### src/hdl/pie_pkg.sv
// Shared types and constants for the positional insert/erase list.
// No dependencies; imported by every module in the block.
package pie_pkg;

  // Field widths fixed by the request and result formats
  localparam int OP_W     = 2;
  localparam int WORD_W   = 32;
  localparam int POS_W    = 7;
  localparam int STATUS_W = 2;
  localparam int COUNT_W  = 7;

  // Default store depth and read reduction grouping
  localparam int DEFAULT_LIST_DEPTH = 64;
  localparam int READ_GROUP_SIZE    = 16;

  typedef enum logic [OP_W-1:0] {
    OP_INSERT = 2'd0,
    OP_ERASE  = 2'd1,
    OP_READ   = 2'd2
  } op_e;

  typedef enum logic [STATUS_W-1:0] {
    ST_OK     = 2'd0,
    ST_FULL   = 2'd1,
    ST_BADPOS = 2'd2,
    ST_EMPTY  = 2'd3
  } status_e;

  // Per-beat command broadcast to every cell
  typedef struct packed {
    logic ins;   // shift up from position, load value at position
    logic ers;   // shift down from position
    logic rd;    // drive the word at position onto the read bus
  } cell_ctrl_t;

endpackage

### src/hdl/pie_cell.sv
// One storage cell of the list chain: holds a word, takes its neighbour's.
// Depends on pie_pkg.
module pie_cell
  import pie_pkg::*;
#(
  parameter int IDX_W    = 7,
  parameter int CELL_IDX = 0
) (
  input  logic              clk_i,
  input  cell_ctrl_t        ctrl_i,
  input  logic [IDX_W-1:0]  pos_i,
  input  logic [WORD_W-1:0] value_i,
  input  logic [WORD_W-1:0] left_i,
  input  logic [WORD_W-1:0] right_i,
  output logic [WORD_W-1:0] data_o,
  output logic [WORD_W-1:0] rd_o
);

  localparam logic [IDX_W-1:0] MyIdx = IDX_W'(CELL_IDX);

  logic [WORD_W-1:0] data_q, data_d;
  logic              is_at, is_above;

  assign is_at    = (pos_i == MyIdx);
  assign is_above = (MyIdx > pos_i);

  // Next word: from below on insert, from above on erase
  always_comb begin
    data_d = data_q;
    if (ctrl_i.ins) begin
      if (is_above) data_d = left_i;
      else if (is_at) data_d = value_i;
    end else if (ctrl_i.ers) begin
      if (is_above || is_at) data_d = right_i;
    end
  end

  always_ff @(posedge clk_i) begin
    data_q <= data_d;
  end

  assign data_o = data_q;
  // Only the addressed cell drives the read bus
  assign rd_o   = (ctrl_i.rd && is_at) ? data_q : '0;

endmodule

### config.mk
export PLATFORM = sky130hd
export DESIGN_NAME = pie_cell
export DESIGN_NICKNAME = d
export VERILOG_FILES = /design/src/hdl/pie_pkg.sv /design/src/hdl/pie_cell.sv
export SDC_FILE = /design/constraint.sdc
export NUM_CORES = 1
export LEC_CHECK = 0
export BUFFER_PORTS_ARGS = -buffer_cell sky130_fd_sc_hd__buf_2
export CORE_ASPECT_RATIO = 0.7
export CORE_UTILIZATION = 39
export CTS_BUF_LIST = sky130_fd_sc_hd__clkbuf_2
export DETAILED_ROUTE_END_ITERATION = 10
export GPL_ROUTABILITY_DRIVEN = 1
export GPL_TIMING_DRIVEN = 0
export PLACE_DENSITY = 0.95
export SYNTH_ARGS = -nofsm -noshare
export SYNTH_HDL_FRONTEND = slang
export SYNTH_SLANG_ARGS = --single-unit
### constraint.sdc
create_clock -name clk_i -period 5.1 [get_ports clk_i]
set_input_delay 1.02 -clock clk_i [delete_from_list [all_inputs] [get_ports clk_i]]
set_output_delay 1.02 -clock clk_i [all_outputs]
set_load 0.01 [all_outputs]
==> results.json <==
{
  "fin_crit_ps": 3307,
  "drv_cap": 0,
  "max_freq_mhz": 302.4,
  "netlist_top_cells_count": "32 x edfxtp_1, 32 x inv_1, 32 x mux2_2, 27 x nor3_2",
  "largest_reg_flops": 32,
  "grt_busiest_layer": "met2",
  "grt_use_met1": 0.1908,
  "tns_ps": 0,
  "drt_pre_antenna_iters": 4,
  "synth_simple_gate_area_share": 0.1919,
  "finalSetupViolCount": 0,
  "place_congestion": 0.7092,
  "p_seq_frac": 0.608,
  "synth_top_family_by_area": "simple AND/OR/NAND/NOR gates",
  "cp-end-kind": "output pin",
  "io_buffer_count": 137,
  "ctsRootBufferMaster": "clkbuf_2",
  "grt_use_met3": 0.05630,
  "slowest_delay_ps": 530,
  "path_max_fanout": 10,
  "fill_cells": 432,
  "core_um2": 4782,
  "max_slew_margin": 0.5471,
  "drt-wirelength-per-cell_um": 12.89,
  "cts_max_path_buffers": 2,
  "fin_crit_sh": 0.6483,
  "min_path_type": "in2reg",
  "ctsResizeCount": 0,
  "syn_inst": 145,
  "cts_sinks": 32,
  "final_util": 0.5832,
  "track_usage": 0.1768,
  "synth_largest_area_cell": "edfxtp_1",
  "numCtsBuffers": 5,
  "critPathKind": "in2out",
  "synth_edf_count": 32,
  "dp_cells": 353,
  "synth.area.mux_share": 0.1854,
  "synth_compound_area_frac": 0,
  "setup_ws_ps": 1793,
  "synth_seq_cells": 32,
  "pin_count": 171,
  "avgViaCountPerCell": 4.408,
  "area_growth_pct": 43.53,
  "start_kind": "input pin",
  "ant_nets": 0,
  "gr-total-overflow": 0,
  "wl_um": 4642,
  "final_cells": 360,
  "clkPwrFrac": 0.238,
  "clk_pin_slew_ps": 160,
  "die_y_um": 61.06,
  "synth_area_um2": 1943,
  "synth_cell_types": 14,
  "hold_violations": 0,
  "cpMaxStageDelayCell": "or4_4",
  "synth.avg_cell_area_um2": 13.40,
  "drt_first_iter_violations": 67,
  "vias": 1587,
  "cts_setup_buffers": 0,
  "ys_seq_area_frac": 0.4945,
  "ctsHoldBuffers": 0,
  "cts_max_level": 2,
  "rsz0062_at_grt": "false",
  "ys.flop_type": "edfxtp_1",
  "drc": 0,
  "diodes": 0,
  "first_global_vias": 1488,
  "cts_tree": "yes",
  "ys_warn_count": 0,
  "path_common_cell": "buf_2",
  "synth_async_sr_flop_share": 0,
  "p_leak_nw": 1.340,
  "fp.dieArea_um2": 5273,
  "drive_above_1_share": 0.7595,
  "power.internal_uw": 370.3,
  "tightestPinTransition_ps": 676.5,
  "dp_slack_ps": 1793,
  "vdd_drop_max_mv": 0.1308,
  "initial_core_util": 0.4063,
  "antenna_found_initial": 0,
  "outcome": "complete, no violations",
  "p_comb_frac": 0.154,
  "crit_chain": "buf_2 -> or4_4 -> buf_6 -> buf_12 -> nor3_2 -> buf_2",
  "final_max_slew_viol_count": 0,
  "design_power_total_uw": 482.0,
  "cp.required_ps": 4080,
  "syn_nets": 252,
  "die_x_um": 86.37,
  "dpl.hpwl_um": 3796,
  "arrival_ps": 2290,
  "grt_first_pass_wirelength_um": 6734,
  "p_per_area_nw_per_um2": 172.8,
  "fp-row-count": 21,
  "grt_max_degree": 16,
  "synth_xor_area_frac": 0,
  "power_switching_share": 0.2318,
  "p_sw_uw": 111.7,
  "synthTopCellsByArea": "edfxtp_1 49%, mux2_2 19%, nor3_2 14%",
  "nets": 398,
  "synth_top_area_frac": 0.4945,
  "grt_use_met2": 0.3311,
  "synth-adder-area-share": 0
}
[critical path, delay by kind of cell]
kind,cells,cell delay (ps)
simple gates,2,690
buf+inv,4,580
[final cells by class]
cell class | count | area (um^2) | share of cell area
Sequential cell | 32 | 960.9 | 0.3445
Multi-Input combinational cell | 69 | 742.0 | 0.2660
Timing Repair Buffer | 139 | 715.7 | 0.2566
Buffer | 12 | 128.9 | 0.04621
Inverter | 32 | 120.1 | 0.04307
Tap cell | 69 | 86.33 | 0.03096
Clock buffer | 6 | 30.03 | 0.01077
Clock inverter | 1 | 5.005 | 0.001795
[final timing paths]
check	from	to	slack (ps)	depth (start not counted)
worst max-delay path	pos_i[2]	rd_o[17]	1790	6
worst min-delay path	value_i[27]	data_o[27]	960	2
[stage by stage]
step	instance area [um^2]	hold WS, ps
2_1_floorplan	1943	1240
3_3_place_gp	2715	1320
3_5_place_dp	2754	1326
4_1_cts	2789	918.0
5_1_grt	2789	924.0
6_report	2789	955.8
[placed cells by master (no fill, tap or decap)]
master	count
buf_12	3
buf_2	141
buf_6	4
buf_8	2
clkbuf_1	1
clkbuf_2	6
clkinv_2	1
edfxtp_1	32
inv_1	32
mux2_2	32
nor2_1	2
nor3_1	2
nor3_2	27
nor3_4	3
nor4b_4	1
or4_4	1
or4b_1	1
[kinds of logic (layout without fill, tap and decap cells)]
logic type | Yosys count | in the layout
buffers and inverters | 44 | 190
and+or+nand+nor | 37 | 37
muxes | 32 | 32
DFF | 32 | 32
[layer usage]
layer	wire length [um]	part of all wire
met2	2380	0.51
met5	0	0
met3	331	0.071
met4	53	0.011
met1	1877	0.40
[power by group through the flow]
stage               registers (mW)  clock network, mW  logic, mW
finish                       0.293              0.114     0.0743
global route                 0.293              0.129     0.0814
CTS                          0.293              0.123     0.0753
detailed placement           0.299                  0     0.0750
global placement             0.299                  0     0.0705
floorplan                    0.300                  0     0.0380
No activity file was read; power rests on OpenSTA's default activity.
